$ cat src/hdl/sorted_priority_queue_unit_defines.svh
// -----------------------------------------------------------------------------
// sorted priority queue assertion macros
// concurrent checks on clk, disabled while rst_n is low
// -----------------------------------------------------------------------------
`ifndef SORTED_PRIORITY_QUEUE_UNIT_DEFINES_SVH
`define SORTED_PRIORITY_QUEUE_UNIT_DEFINES_SVH

`ifndef SYNTHESIS
// same-cycle implication
`define SPQ_ASSERT_IMP(lbl, ante, cons) \
    lbl: assert property (@(posedge clk) disable iff (!rst_n) (ante) |-> (cons)) \
        else $error("sorted priority queue check failed");
// next-cycle implication
`define SPQ_ASSERT_NXT(lbl, ante, cons) \
    lbl: assert property (@(posedge clk) disable iff (!rst_n) (ante) |=> (cons)) \
        else $error("sorted priority queue check failed");
`else
`define SPQ_ASSERT_IMP(lbl, ante, cons)
`define SPQ_ASSERT_NXT(lbl, ante, cons)
`endif

`endif

$ cat src/hdl/spq_pkg.sv
// -----------------------------------------------------------------------------
// spq_pkg
// shared types and codes of the sorted priority queue
// -----------------------------------------------------------------------------
package spq_pkg;

    // fixed widths of the request and result fields
    localparam int MODE_W  = 3;
    localparam int STAT_W  = 2;
    localparam int POS_W   = 4;
    localparam int TOTAL_W = 5;

    // operation codes carried in s_tuser
    typedef enum logic [MODE_W-1:0] {
        MODE_PUSH_HEAD = 3'd0,
        MODE_PUSH_PRIO = 3'd1,
        MODE_POP_TAIL  = 3'd2,
        MODE_FIND      = 3'd3,
        MODE_REMOVE    = 3'd4
    } mode_t;

    // result status carried in m_tuser
    typedef enum logic [STAT_W-1:0] {
        STAT_OK      = 2'd0,
        STAT_EMPTY   = 2'd1,
        STAT_FULL    = 2'd2,
        STAT_MISSING = 2'd3
    } status_t;

    // per-cell update selection
    typedef enum logic [1:0] {
        CELL_HOLD,
        CELL_LOAD_NEW,
        CELL_FROM_LEFT,
        CELL_FROM_RIGHT
    } cell_op_t;

    // control sequencer
    typedef enum logic {
        ST_IDLE,
        ST_EXEC
    } state_t;

endpackage

$ cat src/hdl/spq_cell.sv
// -----------------------------------------------------------------------------
// spq_cell
// one slot of the queue chain: holds an entry, compares it, trades with neighbors
// -----------------------------------------------------------------------------
module spq_cell
    import spq_pkg::*;
#(
    parameter int ID_BITS   = 16,
    parameter int PRIO_BITS = 32
)
(
    input  logic                 clk,
    input  cell_op_t             op,
    input  logic [ID_BITS-1:0]   req_id,
    input  logic [PRIO_BITS-1:0] req_prio,
    input  logic [PRIO_BITS-1:0] new_prio,
    input  logic [ID_BITS-1:0]   left_id,
    input  logic [PRIO_BITS-1:0] left_prio,
    input  logic [ID_BITS-1:0]   right_id,
    input  logic [PRIO_BITS-1:0] right_prio,
    output logic [ID_BITS-1:0]   id,
    output logic [PRIO_BITS-1:0] prio,
    output logic                 gt,
    output logic                 eq
);

    logic [ID_BITS-1:0]   id_reg;
    logic [ID_BITS-1:0]   id_next;
    logic [PRIO_BITS-1:0] prio_reg;
    logic [PRIO_BITS-1:0] prio_next;

    // entry update select
    always_comb
    begin
        id_next   = id_reg;
        prio_next = prio_reg;
        unique case (op)
            CELL_HOLD:
            begin
                id_next   = id_reg;
                prio_next = prio_reg;
            end
            CELL_LOAD_NEW:
            begin
                id_next   = req_id;
                prio_next = new_prio;
            end
            CELL_FROM_LEFT:
            begin
                id_next   = left_id;
                prio_next = left_prio;
            end
            CELL_FROM_RIGHT:
            begin
                id_next   = right_id;
                prio_next = right_prio;
            end
            default:
            begin
                id_next   = id_reg;
                prio_next = prio_reg;
            end
        endcase
    end

    // entry storage, payload only
    always_ff @(posedge clk)
    begin
        id_reg   <= id_next;
        prio_reg <= prio_next;
    end

    // local compares against the request
    assign gt   = prio_reg > req_prio;
    assign eq   = id_reg == req_id;
    assign id   = id_reg;
    assign prio = prio_reg;

endmodule

$ cat src/hdl/sorted_priority_queue_unit.sv
// -----------------------------------------------------------------------------
// sorted_priority_queue_unit
// ordered (id, priority) queue built as a chain of shifting slot cells
// -----------------------------------------------------------------------------
// Requests enter on the s_ channel: s_tuser holds the operation (push at head,
// push by priority, pop tail, find, remove), s_tdata the id and priority.
// Every request gives exactly one result beat on the m_ channel: m_tuser holds
// the status (ok, empty, full, not found), m_tdata the id, priority, position
// and entry count after the operation.
// A request is taken in the idle state and executed in the execute state,
// when all DEPTH cells compare against it at once and, for a push or a
// remove, shift toward tail or head together; the result is registered as
// it executes. No new request is taken until the current one has executed.
// The result sits in an output register, so the next request is accepted
// while it waits. If the receiver stalls, that next request waits in the
// execute step until the output register frees, and no further request is taken.
// Reset empties the queue at once (entry count zero), clears m_tvalid and
// returns the sequencer to idle; the slot contents are not cleared.
// -----------------------------------------------------------------------------
`include "sorted_priority_queue_unit_defines.svh"

module sorted_priority_queue_unit
    import spq_pkg::*;
#(
    parameter int DEPTH     = 16,
    parameter int ID_BITS   = 16,
    parameter int PRIO_BITS = 32,
    localparam int S_DATA_W = ((ID_BITS + PRIO_BITS + 7) / 8) * 8,
    localparam int M_BITS   = ID_BITS + PRIO_BITS + POS_W + TOTAL_W,
    localparam int M_DATA_W = ((M_BITS + 7) / 8) * 8
)
(
    input  logic                clk,
    input  logic                rst_n,
    input  logic                s_tvalid,
    output logic                s_tready,
    // item_id, priority_req
    input  logic [S_DATA_W-1:0] s_tdata,
    // mode
    input  logic [MODE_W-1:0]   s_tuser,
    output logic                m_tvalid,
    input  logic                m_tready,
    // out_id, out_priority, position, entry_total
    output logic [M_DATA_W-1:0] m_tdata,
    // status
    output logic [STAT_W-1:0]   m_tuser
);

    localparam int IDX_W    = $clog2(DEPTH);
    localparam int COUNT_W  = $clog2(DEPTH + 1);
    localparam int LEVELS   = $clog2(DEPTH);

    // prefix or from head toward tail
    function automatic logic [DEPTH-1:0] prefix_or(input logic [DEPTH-1:0] v);
        logic [DEPTH-1:0] p;
        p = v;
        for (int k = 0; k < LEVELS; k++)
        begin
            p = p | (p << (1 << k));
        end
        return p;
    endfunction

    state_t               state_reg;
    state_t               state_next;
    mode_t                mode_reg;
    logic [ID_BITS-1:0]   id_reg;
    logic [PRIO_BITS-1:0] prio_reg;
    logic [COUNT_W-1:0]   count_reg;
    logic [COUNT_W-1:0]   count_next;
    logic                 m_tvalid_reg;
    logic [M_DATA_W-1:0]  m_tdata_reg;
    logic [M_DATA_W-1:0]  m_tdata_next;
    logic [STAT_W-1:0]    m_tuser_reg;
    status_t              status_next;

    logic                 accept;
    logic                 adv;
    logic                 push_op;

    cell_op_t             cell_op   [DEPTH];
    logic [ID_BITS-1:0]   cell_id   [DEPTH];
    logic [PRIO_BITS-1:0] cell_prio [DEPTH];
    logic [DEPTH-1:0]     cell_gt;
    logic [DEPTH-1:0]     cell_eq;
    logic [DEPTH-1:0]     load_new;
    logic [PRIO_BITS-1:0] new_prio;

    logic [DEPTH-1:0]     occ;
    logic [DEPTH-1:0]     tail_hot;
    logic [DEPTH-1:0]     match;
    logic [DEPTH-1:0]     match_pre;
    logic [DEPTH-1:0]     first_hot;
    logic [DEPTH-1:0]     not_gt;
    logic [DEPTH-1:0]     stop_pre;
    logic [DEPTH-1:0]     ins_hot;
    logic [DEPTH-1:0]     sel_hot;
    logic                 full;
    logic                 empty;
    logic                 found;
    logic [ID_BITS-1:0]   sel_id;
    logic [PRIO_BITS-1:0] sel_prio;
    logic [IDX_W-1:0]     sel_idx;
    logic [ID_BITS-1:0]   res_id;
    logic [PRIO_BITS-1:0] res_prio;
    logic [POS_W+IDX_W-1:0]       pos_wide;
    logic [TOTAL_W+COUNT_W-1:0]   total_wide;

    // request handshake
    assign accept = s_tvalid && s_tready;

    // sequencer next state
    always_comb
    begin
        state_next = state_reg;
        unique case (state_reg)
            ST_IDLE: if (s_tvalid) state_next = ST_EXEC;
            ST_EXEC: if (adv)      state_next = ST_IDLE;
            default: state_next = ST_IDLE;
        endcase
    end

    // sequencer outputs
    always_comb
    begin
        s_tready = 1'b0;
        adv      = 1'b0;
        unique case (state_reg)
            ST_IDLE: s_tready = 1'b1;
            ST_EXEC: adv      = !m_tvalid_reg || m_tready;
            default: s_tready = 1'b0;
        endcase
    end

    always_ff @(posedge clk or negedge rst_n)
    begin
        if (!rst_n)
            state_reg <= ST_IDLE;
        else
            state_reg <= state_next;
    end

    // request capture
    always_ff @(posedge clk)
    begin
        if (accept)
        begin
            mode_reg <= mode_t'(s_tuser);
            id_reg   <= s_tdata[ID_BITS-1:0];
            prio_reg <= s_tdata[ID_BITS+PRIO_BITS-1:ID_BITS];
        end
    end

    // push request flag
    assign push_op = (mode_reg == MODE_PUSH_HEAD) || (mode_reg == MODE_PUSH_PRIO);

    // occupancy and match vectors across the chain
    always_comb
    begin
        for (int i = 0; i < DEPTH; i++)
        begin
            occ[i] = COUNT_W'(i) < count_reg;
        end
        full      = count_reg == COUNT_W'(DEPTH);
        empty     = count_reg == '0;
        tail_hot  = occ & ~(occ >> 1);
        match     = occ & cell_eq;
        match_pre = prefix_or(match);
        first_hot = match & ~(match_pre << 1);
        found     = |match;
        not_gt    = ~(occ & cell_gt);
        stop_pre  = prefix_or(not_gt);
        ins_hot   = not_gt & ~(stop_pre << 1);
    end

    // per-cell operation select
    always_comb
    begin
        for (int i = 0; i < DEPTH; i++)
        begin
            cell_op[i] = CELL_HOLD;
        end
        new_prio = prio_reg;
        if (adv)
        begin
            case (mode_reg)
                MODE_PUSH_HEAD:
                begin
                    new_prio = '0;
                    if (!full)
                    begin
                        for (int i = 0; i < DEPTH; i++)
                        begin
                            cell_op[i] = (i == 0) ? CELL_LOAD_NEW : CELL_FROM_LEFT;
                        end
                    end
                end
                MODE_PUSH_PRIO:
                begin
                    if (!full)
                    begin
                        for (int i = 0; i < DEPTH; i++)
                        begin
                            if (ins_hot[i])
                                cell_op[i] = CELL_LOAD_NEW;
                            else if (stop_pre[i])
                                cell_op[i] = CELL_FROM_LEFT;
                        end
                    end
                end
                MODE_REMOVE:
                begin
                    if (found)
                    begin
                        for (int i = 0; i < DEPTH; i++)
                        begin
                            if (match_pre[i])
                                cell_op[i] = CELL_FROM_RIGHT;
                        end
                    end
                end
                default:
                begin
                    new_prio = prio_reg;
                end
            endcase
        end
    end

    // chain of slot cells
    for (genvar g = 0; g < DEPTH; g++)
    begin : g_cell
        logic [ID_BITS-1:0]   lid;
        logic [PRIO_BITS-1:0] lprio;
        logic [ID_BITS-1:0]   rid;
        logic [PRIO_BITS-1:0] rprio;

        if (g == 0)
        begin : g_head
            assign lid   = id_reg;
            assign lprio = new_prio;
        end
        else
        begin : g_mid_l
            assign lid   = cell_id[g-1];
            assign lprio = cell_prio[g-1];
        end

        if (g == DEPTH - 1)
        begin : g_tail
            assign rid   = cell_id[g];
            assign rprio = cell_prio[g];
        end
        else
        begin : g_mid_r
            assign rid   = cell_id[g+1];
            assign rprio = cell_prio[g+1];
        end

        assign load_new[g] = cell_op[g] == CELL_LOAD_NEW;

        spq_cell #(
            .ID_BITS   (ID_BITS),
            .PRIO_BITS (PRIO_BITS)
        ) u_cell (
            .clk        (clk),
            .op         (cell_op[g]),
            .req_id     (id_reg),
            .req_prio   (prio_reg),
            .new_prio   (new_prio),
            .left_id    (lid),
            .left_prio  (lprio),
            .right_id   (rid),
            .right_prio (rprio),
            .id         (cell_id[g]),
            .prio       (cell_prio[g]),
            .gt         (cell_gt[g]),
            .eq         (cell_eq[g])
        );
    end

    // one-hot read of the selected slot
    always_comb
    begin
        sel_hot  = (mode_reg == MODE_POP_TAIL) ? tail_hot : first_hot;
        sel_id   = '0;
        sel_prio = '0;
        sel_idx  = '0;
        for (int i = 0; i < DEPTH; i++)
        begin
            sel_id   = sel_id   | (cell_id[i]   & {ID_BITS{sel_hot[i]}});
            sel_prio = sel_prio | (cell_prio[i] & {PRIO_BITS{sel_hot[i]}});
            sel_idx  = sel_idx  | (IDX_W'(i)    & {IDX_W{sel_hot[i]}});
        end
    end

    // result and count update
    always_comb
    begin
        status_next = STAT_OK;
        count_next  = count_reg;
        res_id      = '0;
        res_prio    = '0;
        pos_wide    = '0;
        case (mode_reg) inside
            MODE_PUSH_HEAD, MODE_PUSH_PRIO:
            begin
                if (full)
                    status_next = STAT_FULL;
                else
                    count_next = count_reg + 1'b1;
            end
            MODE_POP_TAIL:
            begin
                if (empty)
                    status_next = STAT_EMPTY;
                else
                begin
                    count_next = count_reg - 1'b1;
                    res_id     = sel_id;
                    res_prio   = sel_prio;
                end
            end
            MODE_FIND, MODE_REMOVE:
            begin
                if (!found)
                    status_next = STAT_MISSING;
                else
                begin
                    res_id   = sel_id;
                    res_prio = sel_prio;
                    pos_wide = {{POS_W{1'b0}}, sel_idx};
                    if (mode_reg == MODE_REMOVE)
                        count_next = count_reg - 1'b1;
                end
            end
            default:
            begin
                status_next = STAT_OK;
            end
        endcase
        total_wide   = {{TOTAL_W{1'b0}}, count_next};
        m_tdata_next = M_DATA_W'({total_wide[TOTAL_W-1:0], pos_wide[POS_W-1:0],
                                  res_prio, res_id});
    end

    // entry count
    always_ff @(posedge clk or negedge rst_n)
    begin
        if (!rst_n)
            count_reg <= '0;
        else if (adv)
            count_reg <= count_next;
    end

    // output register
    always_ff @(posedge clk or negedge rst_n)
    begin
        if (!rst_n)
            m_tvalid_reg <= 1'b0;
        else if (adv)
            m_tvalid_reg <= 1'b1;
        else if (m_tready)
            m_tvalid_reg <= 1'b0;
    end

    always_ff @(posedge clk)
    begin
        if (adv)
        begin
            m_tdata_reg <= m_tdata_next;
            m_tuser_reg <= status_next;
        end
    end

    assign m_tvalid = m_tvalid_reg;
    assign m_tdata  = m_tdata_reg;
    assign m_tuser  = m_tuser_reg;

    // checks
    `SPQ_ASSERT_IMP(a_count_bound, 1'b1, count_reg <= COUNT_W'(DEPTH))
    `SPQ_ASSERT_IMP(a_one_insert, 1'b1, $onehot0(load_new))
    `SPQ_ASSERT_NXT(a_result_loaded, adv, m_tvalid_reg)
    `SPQ_ASSERT_NXT(a_count_idle, !adv, $stable(count_reg))
    `SPQ_ASSERT_NXT(a_full_flag, adv && full && push_op, m_tuser_reg == STAT_FULL)

endmodule

$ cat config.mk
export PLATFORM = sky130hd
export DESIGN_NAME = sorted_priority_queue_unit
export DESIGN_NICKNAME = d
export VERILOG_FILES = /design/src/hdl/spq_pkg.sv /design/src/hdl/spq_cell.sv /design/src/hdl/sorted_priority_queue_unit.sv
export VERILOG_INCLUDE_DIRS = /design/src /design/src/hdl
export SDC_FILE = /design/constraint.sdc
export NUM_CORES = 2
export LEC_CHECK = 0
export ABC_AREA = 1
export ABC_CLOCK_PERIOD_IN_PS = 14300
export BUFFER_PORTS_ARGS = -buffer_cell sky130_fd_sc_hd__buf_2
export CAP_MARGIN = 15
export CELL_PAD_IN_SITES_DETAIL_PLACEMENT = 2
export CELL_PAD_IN_SITES_GLOBAL_PLACEMENT = 2
export CORE_ASPECT_RATIO = 1.4
export CORE_MARGIN = 1.5
export CORE_UTILIZATION = 42
export DETAILED_ROUTE_END_ITERATION = 8
export PLACE_DENSITY = 0.84
export SYNTH_ARGS = -nofsm -noshare
export SYNTH_HDL_FRONTEND = slang
export SYNTH_SLANG_ARGS = --single-unit
$ cat constraint.sdc
create_clock -name clk -period 14.3 [get_ports clk]
set_input_delay 3.575 -clock clk [delete_from_list [all_inputs] [get_ports clk]]
set_output_delay 3.575 -clock clk [all_outputs]
set_load 0.1 [all_outputs]
# ---- Word level (Yosys, flattened, before mapping)
# Cells that the tools add are included.
dict set report op_classes {
  add_sub_neg 2
  mul 0
  n_div 0
  magnitude_cmp 32
  n_eq_ne 69
  n_shift 0
  muxes 116
  bitwise_logic 96
  n_reduce_logical 28
}
# operator n
set op_table {}
lappend op_table {{one-hot mux 32 bit (3 select lines)} 15}
lappend op_table {{one-hot mux 16 bit (3 select lines)} 14}
lappend op_table {{bitwise AND 32 bit} 16}
lappend op_table {{greater-than comparator 32 bit} 16}
lappend op_table {{OR 32 bit} 15}
lappend op_table {{OR 16 bit} 23}
lappend op_table {{bitwise AND 16 bit} 21}
lappend op_table {{two-way mux 32 bit} 9}
lappend op_table {{equality test 16 bit} 16}
lappend op_table {{one-hot mux 32 bit (2 select lines)} 2}
lappend op_table {{two-way mux 2 bit} 53}
lappend op_table {{two-way mux 16 bit} 5}
lappend op_table {{equality test 2 bit (second input constant)} 32}
lappend op_table {{one-hot mux 16 bit (2 select lines)} 2}
lappend op_table {{inverter 16 bit} 3}
lappend op_table {{< comparator 4 x 5 -> 1 bit (first input constant)} 8}
lappend op_table {{two-way mux 5 bit} 7}
lappend op_table {{equality test 2 x 1 -> 1 bit (second input constant)} 16}
lappend op_table {{zero test 2 bit} 16}
lappend op_table {{two-way mux 31 bit} 1}
lappend op_table {{OR 4 bit} 7}
lappend op_table {{< comparator 3 x 5 -> 1 bit (first input constant)} 4}
lappend op_table {{inverter 15 -> 16 bit} 1}
lappend op_table {{OR reduction 16 bit} 1}
lappend op_table {{24 further kinds} 40}
dict set report word_totals {
  regBits 885
  latchBits 0
  ram_bits 0
  mem_bits_ro 0
  inputBits 55
  out_inout_bits 68
  elab_cells 385
  n_memories 0
}

# ---- Longest topological paths before layout
dict set report logic_depth {
  word_depth 28
  depth_mapped 26
  mapped_depth_nobuf 24
}

# ---- Modules after synthesis
# From an unflattened synthesis, not the netlist that was laid out.
dict set report hier_totals {
  cells_unflattened 9159
  area_unflattened_um2 68164.1
}
# module n_inst cells_per_inst area_each_um2 seq_area_each_um2
set by_module_without_submodules {}
lappend by_module_without_submodules {{spq_cell (g_cell[1].u_cell ...)} 8 436 3489.6 1441.4}
lappend by_module_without_submodules {{spq_cell (g_cell[0].u_cell ...)} 7 433 3480.8 1441.4}
lappend by_module_without_submodules {sorted_priority_queue_unit 1 2208 12398.1 3478.3}
lappend by_module_without_submodules {{spq_cell (g_cell[9].u_cell)} 1 432 3483.3 1441.4}

# ---- Worst setup path after synthesis
# OpenSTA, ideal clock, no wires.
dict set report synth_path {
  path_type {input to register}
  start {input port m_tready}
  end {register g_cell[15].u_cell.id_reg[0], enable pin}
  setup_ns 0.402
  t_arrival_ns 7.966
  required_time_ns 13.898
  slack_ns 5.931
  stages 12
  path_buffers 4
  cell_sequence {inv_1 nand2_1 nand2_1 inv_1 buf_2 buf_2 clkbuf_1 clkbuf_1 nand2_1 inv_1 ha_1 inv_1}
}
dict set report synth_via {
  elab_chain_len 5
  word_cells_on_any_way 6
  classes_between {eq/ne (1); mux (2); reduce/logical (3)}
}
# item line
set synth_rtl {}
lappend synth_rtl {{start, declared} sorted_priority_queue_unit.sv:42} ;# input logic m_tready,
lappend synth_rtl {{logical OR 1 bit (*)} sorted_priority_queue_unit.sv:130} ;# ST_EXEC: adv = !m_tvalid_reg || m_tready;
lappend synth_rtl {{two-way mux 1 bit (*)} sorted_priority_queue_unit.sv:128} ;# unique case (state_reg)
lappend synth_rtl {{via adv} sorted_priority_queue_unit.sv:78} ;# logic adv;
lappend synth_rtl {{two-way mux 32 bit (*)} sorted_priority_queue_unit.sv:184} ;# if (adv)
lappend synth_rtl {{equality test 2 bit / zero test 2 bit (equally long branches)} spq_cell.sv:37} ;# unique case (op)
lappend synth_rtl {{OR reduction 2 bit (no line) (*)} n/a}
lappend synth_rtl {{end signal, assigned} spq_cell.sv:69} ;# id_reg <= id_next;
lappend synth_rtl {{end, declared} spq_cell.sv:27} ;# logic [ID_BITS-1:0] id_reg;
# Mark *: on every way through the listed nets, which the timed path passes. The rest lies on a longest branch.
# A chain may end at the register's enable or synchronous reset.

# ---- Worst setup path after layout
dict set report layout_path {
  start {input port m_tready}
  end {register g_cell[11].u_cell.prio_reg[9], data pin}
}
dict set report layout_via {
  elab_chain_len 5
  word_cells_on_any_way 8
  classes_between {eq/ne (3); mux (4); reduce/logical (1)}
}
# item line
set layout_rtl {}
lappend layout_rtl {{logical OR 1 bit (*)} sorted_priority_queue_unit.sv:130}
lappend layout_rtl {{two-way mux 1 bit (*)} sorted_priority_queue_unit.sv:128}
lappend layout_rtl {{two-way mux 32 bit} sorted_priority_queue_unit.sv:184}
lappend layout_rtl {{equality test 2 bit / equality test 2 x 1 -> 1 bit (equally long branches)} spq_cell.sv:37}
lappend layout_rtl {{one-hot mux 32 bit (3 select lines) (*)} spq_cell.sv:37}
lappend layout_rtl {{via g_cell[11].u_cell.prio_next[9]} spq_cell.sv:30} ;# logic [PRIO_BITS-1:0] prio_next;
lappend layout_rtl {{end signal, assigned} spq_cell.sv:70} ;# prio_reg <= prio_next;
lappend layout_rtl {{end, declared} spq_cell.sv:29} ;# logic [PRIO_BITS-1:0] prio_reg;
# Marks and branches as above.

==> flow_results.xml <==
<?xml version="1.0" encoding="UTF-8"?>
<metrics>
  <group name="synth">
    <metric name="synth.largest_area_cell" unit="">edfxtp_1</metric>
    <metric name="synth_seq_cells" unit="">885</metric>
    <metric name="synthMostInstantiatedCell" unit="">nand2_1</metric>
    <metric name="ys_async_sr_fraction" unit="%">0.791</metric>
    <metric name="ys_top_cells_by_area" unit="">edfxtp_1 (39%), nand2_1 (17%), ha_1 (9.5%), nand3_1 (7.6%), nand4_1 (6.9%)</metric>
    <metric name="synth_mux_area_share" unit="%">0.331</metric>
    <metric name="synthSimpleGateAreaFrac" unit="%">36.8</metric>
    <metric name="largest_family_of_logic_cells_by_synthesized_area" unit="">simple AND/OR/NAND/NOR gates</metric>
    <metric name="synth-adder-area-share" unit="%">9.50</metric>
    <metric name="fraction_of_synthesized_cell_area_taken_by_the_top_area_cell_type" unit="%">38.7</metric>
    <metric name="synth-warning-count" unit="">0</metric>
    <metric name="netlist_top_cells_count" unit="">nand2_1 (3035), nand3_1 (1040), edfxtp_1 (878), nand4_1 (755), nor2_1 (669)</metric>
    <metric name="synth_compound_gate_area_share" unit="%">5.91</metric>
    <metric name="yosys_most_used_dff" unit="">edfxtp_1</metric>
    <metric name="number_of_flops_mapped_to_enable_cells_by_yosys" unit="">878</metric>
    <metric name="synth_cell_types" unit="">59</metric>
    <metric name="post_synth_xor_area_fraction" unit="%">1.39</metric>
    <metric name="netlist_instances" unit="">9058</metric>
    <metric name="seq_area_frac_synth" unit="%">39.0</metric>
    <metric name="synthesis.area" unit="um^2">68100</metric>
    <metric name="synth_area_per_inst" unit="um^2">7.52</metric>
  </group>
  <group name="setup_path">
    <metric name="timing.setup.critical_path_class" unit="">in2reg</metric>
    <metric name="worst_r2r_endpoint" unit="">g_cell[9].u_cell.prio[14]</metric>
    <metric name="critPathArrivalTime" unit="ps">8390</metric>
    <metric name="r2r-start" unit="">count_reg[2]</metric>
    <metric name="worstPathMaxFanout" unit="">137</metric>
    <metric name="worst_reg2reg_path_length_in_cells" unit="">14</metric>
    <metric name="crit_chain" unit="">buf_2 &gt; inv_1 &gt; nand2_1 &gt; nand2_1 &gt; buf_4 &gt; inv_8 &gt; buf_4 &gt; buf_4 &gt; nand2_2 &gt; inv_1 &gt; buf_4 &gt; nand3_1 &gt; nand3_1</metric>
    <metric name="setup_crit_end_kind" unit="">flop</metric>
    <metric name="slowest_delay" unit="ps">910</metric>
    <metric name="crit_path_frequent_cell" unit="">buf_4</metric>
    <metric name="timing.critical_path.from_type" unit="">input port</metric>
    <metric name="critPathRequiredTime" unit="ps">14910</metric>
    <metric name="timing.reg2reg.setup_slack" unit="ps">6980</metric>
    <metric name="critical_path.slowest_cell" unit="">buf_4</metric>
  </group>
  <group name="placed_design">
    <metric name="dp_worst_setup_slack" unit="ps">6240</metric>
    <metric name="post-dp-hpwl" unit="um">281000</metric>
    <metric name="globalplace.congestion" unit="">1.04</metric>
    <metric name="buffer_ports.inserted" unit="">115</metric>
  </group>
  <group name="floorplanning">
    <metric name="floorplan.die.width" unit="um">343</metric>
    <metric name="die_h" unit="um">479</metric>
    <metric name="initial_utilization" unit="%">42.3</metric>
    <metric name="std_cell_rows" unit="">174</metric>
    <metric name="design.die.area" unit="um^2">165000</metric>
    <metric name="pin_count" unit="">123</metric>
    <metric name="core_region_area" unit="um^2">161000</metric>
  </group>
  <group name="route">
    <metric name="finalWirelength" unit="um">402000</metric>
    <metric name="detail_route.drc_violations" unit="">0</metric>
    <metric name="dr.pass1.iters" unit="">6</metric>
    <metric name="wirelength_per_cell" unit="um">36.1</metric>
    <metric name="drtAntennaViolNets" unit="">0</metric>
    <metric name="dr_total_vias" unit="">76700</metric>
    <metric name="detail_route.iter0.violations" unit="">7460</metric>
    <metric name="drt-vias-per-instance" unit="">6.88</metric>
  </group>
  <group name="clock_network">
    <metric name="ctsLongestPathBuffers" unit="">3</metric>
    <metric name="post_cts_buffers" unit="">0</metric>
    <metric name="htreeDepth" unit="">3</metric>
    <metric name="cts_resized" unit="">0</metric>
    <metric name="cts_inserted_buffers" unit="">106</metric>
    <metric name="clkTransAtPathRegs" unit="ps">60</metric>
    <metric name="worst_skew_pair.late_latency" unit="ps">800</metric>
    <metric name="cts_root_buffer" unit="">clkbuf_16</metric>
    <metric name="postCtsHoldBufs" unit="">0</metric>
    <metric name="cts.sinks" unit="">885</metric>
    <metric name="tritoncts_clock_tree" unit="">done</metric>
  </group>
  <group name="worst_hold_path">
    <metric name="startpoint_of_the_lowest_slack_hold_path" unit="">m_tvalid</metric>
    <metric name="worst_hold_path.endpoint" unit="">m_tvalid</metric>
    <metric name="timing.hold.worst_path_depth" unit="">2</metric>
    <metric name="worst_hold_path_type" unit="">reg2reg</metric>
  </group>
  <group name="cells_and_area">
    <metric name="layout.nets" unit="">9517</metric>
    <metric name="largest_register_ff_count" unit="">512</metric>
    <metric name="post_route_cells_drive_above_1_share" unit="%">7.06</metric>
    <metric name="synthToLayoutAreaGrowth" unit="%">8.98</metric>
    <metric name="layout.core_utilization" unit="%">46.1</metric>
  </group>
  <group name="global_route">
    <metric name="grt_pass1_vias" unit="">81900</metric>
    <metric name="maximum_number_of_pins_on_one_net_before_global_route_repair" unit="">138</metric>
    <metric name="wire_length_of_the_first_global_routing_pass" unit="um">572000</metric>
    <metric name="grt_antenna_before_repair" unit="">18</metric>
    <metric name="grt_remaining_overflow" unit="">0</metric>
    <metric name="gr-usage-all-layers" unit="%">47.9</metric>
  </group>
  <group name="sta">
    <metric name="final_critical_path_setup_slack" unit="ps">6520</metric>
    <metric name="maxClockFrequency" unit="MHz">129</metric>
    <metric name="period_needed" unit="ps">7780</metric>
    <metric name="final_max_slew_viol_count" unit="">0</metric>
    <metric name="grt_setup_unrepaired" unit="">no</metric>
    <metric name="maxSlewHeadroom" unit="%">6.94</metric>
    <metric name="worst-slew-pin-transition" unit="ps">1390</metric>
    <metric name="setup_viol" unit="">0</metric>
    <metric name="hold_ws" unit="ps">532</metric>
    <metric name="finalHoldViolCount" unit="">0</metric>
    <metric name="fin_setup_tns" unit="ps">0</metric>
    <metric name="min_period_over_period" unit="%">54.4</metric>
    <metric name="skew" unit="ps">44.4</metric>
  </group>
  <group name="pwr">
    <metric name="leakagePower" unit="nW">32.0</metric>
    <metric name="peak_supply_drop" unit="V">0.000125</metric>
    <metric name="powerDensity" unit="nW/um^2">169</metric>
  </group>
  <group name="run_status">
    <metric name="outcome" unit="">finished, final reports clean</metric>
  </group>
  <group name="job">
    <metric name="cap_viol_max_count" unit="">0</metric>
  </group>
</metrics>
[per-stage QoR]
step	std cells	power (mW)	area, um^2
4_1_cts	11100	12.3	74100
2_1_floorplan	9064	7.10	68100
6_report	11200	12.6	74200
5_1_grt	11100	12.9	74200
3_5_place_dp	10900	9.40	70600
3_3_place_gp	10900	9.06	70600
[per-layer routing]
layer,global-route usage (%),vias to the layer above,part of all wire [%]
met5,0,-,0.035
met4,48.0,14,12
met3,10.5,2152,8.8
met2,77.1,4984,46
met1,51.1,38500,33
li1,-,31100,-
[cell families after synthesis]
logic type      count (synthesis)
compound gates                724
xor+xnor                      108
fa+ha+maj                     517
buf+inv                      1122
flops                         885
mux                            20
other cells                     1
simple gates                 5681
[power by group]
part	internal [mW]	total (mW)	switching [mW]
Clock	1.59	2.87	1.28
Combinational	1.26	5.62	4.36
Sequential	3.54	4.09	0.554
Total	6.39	12.6	6.19
[cells in the final DEF (no fill, tap or decap), drive strengths merged, types with 16 or more instances in the layout]
| cell type | netlist | routed |
|---|---|---|
| nand2 | 3053 | 3053 |
| nor4 | 35 | 35 |
| a22oi | 25 | 25 |
| xnor2 | 18 | 18 |
| o21a | 21 | 21 |
| o221ai | 22 | 22 |
| xor2 | 90 | 90 |
| a31oi | 18 | 18 |
| edfxtp | 878 | 878 |
| nand4 | 755 | 755 |
| nor3 | 41 | 41 |
| o21ai | 227 | 227 |
| ha | 517 | 517 |
| clkbuf | 249 | 141 |
| a21oi | 338 | 338 |
| o211ai | 43 | 43 |
| clkinv | 4 | 35 |
| buf | 309 | 330 |
| nand3 | 1047 | 1047 |
| inv | 560 | 564 |
| nand3b | 25 | 25 |
| diode | 0 | 16 |
| nor2 | 686 | 686 |
| mux2 | 20 | 20 |
[critical path: cells and delay by family]
kind / cells / cell delay (ps)
AND/OR/NAND/NOR: 5 / 580
buffers and inverters: 8 / 3790
[area by class of cell]
cell class | count | area, um^2
fillers | 18700 | 86700
multi-input cells | 7057 | 37100
flip-flops and latches | 885 | 26500
clock buffers | 140 | 2800
well taps | 2112 | 2640
repair buffers | 331 | 2310
inverters | 564 | 2140
clock inverters | 50 | 607
diodes | 16 | 40.0
[how the worst max path moves through the flow]
stage | end | cells past startpoint | slack [ps] | startpoint
6_report | g_cell[11].u_cell.prio[9] | 13 | 6520 | m_tready
5_1_grt | g_cell[11].u_cell.prio[2] | 13 | 6550 | m_tready
4_1_cts | g_cell[11].u_cell.prio[9] | 13 | 6920 | m_tready
3_5_place_dp | g_cell[11].u_cell.prio[9] | 13 | 6240 | m_tready
3_3_place_gp | g_cell[11].u_cell.prio[6] | 13 | 6410 | m_tready
2_1_floorplan | g_cell[15].u_cell.id[0] | 12 | 5930 | m_tready
(Power assumes the default switching activity.)
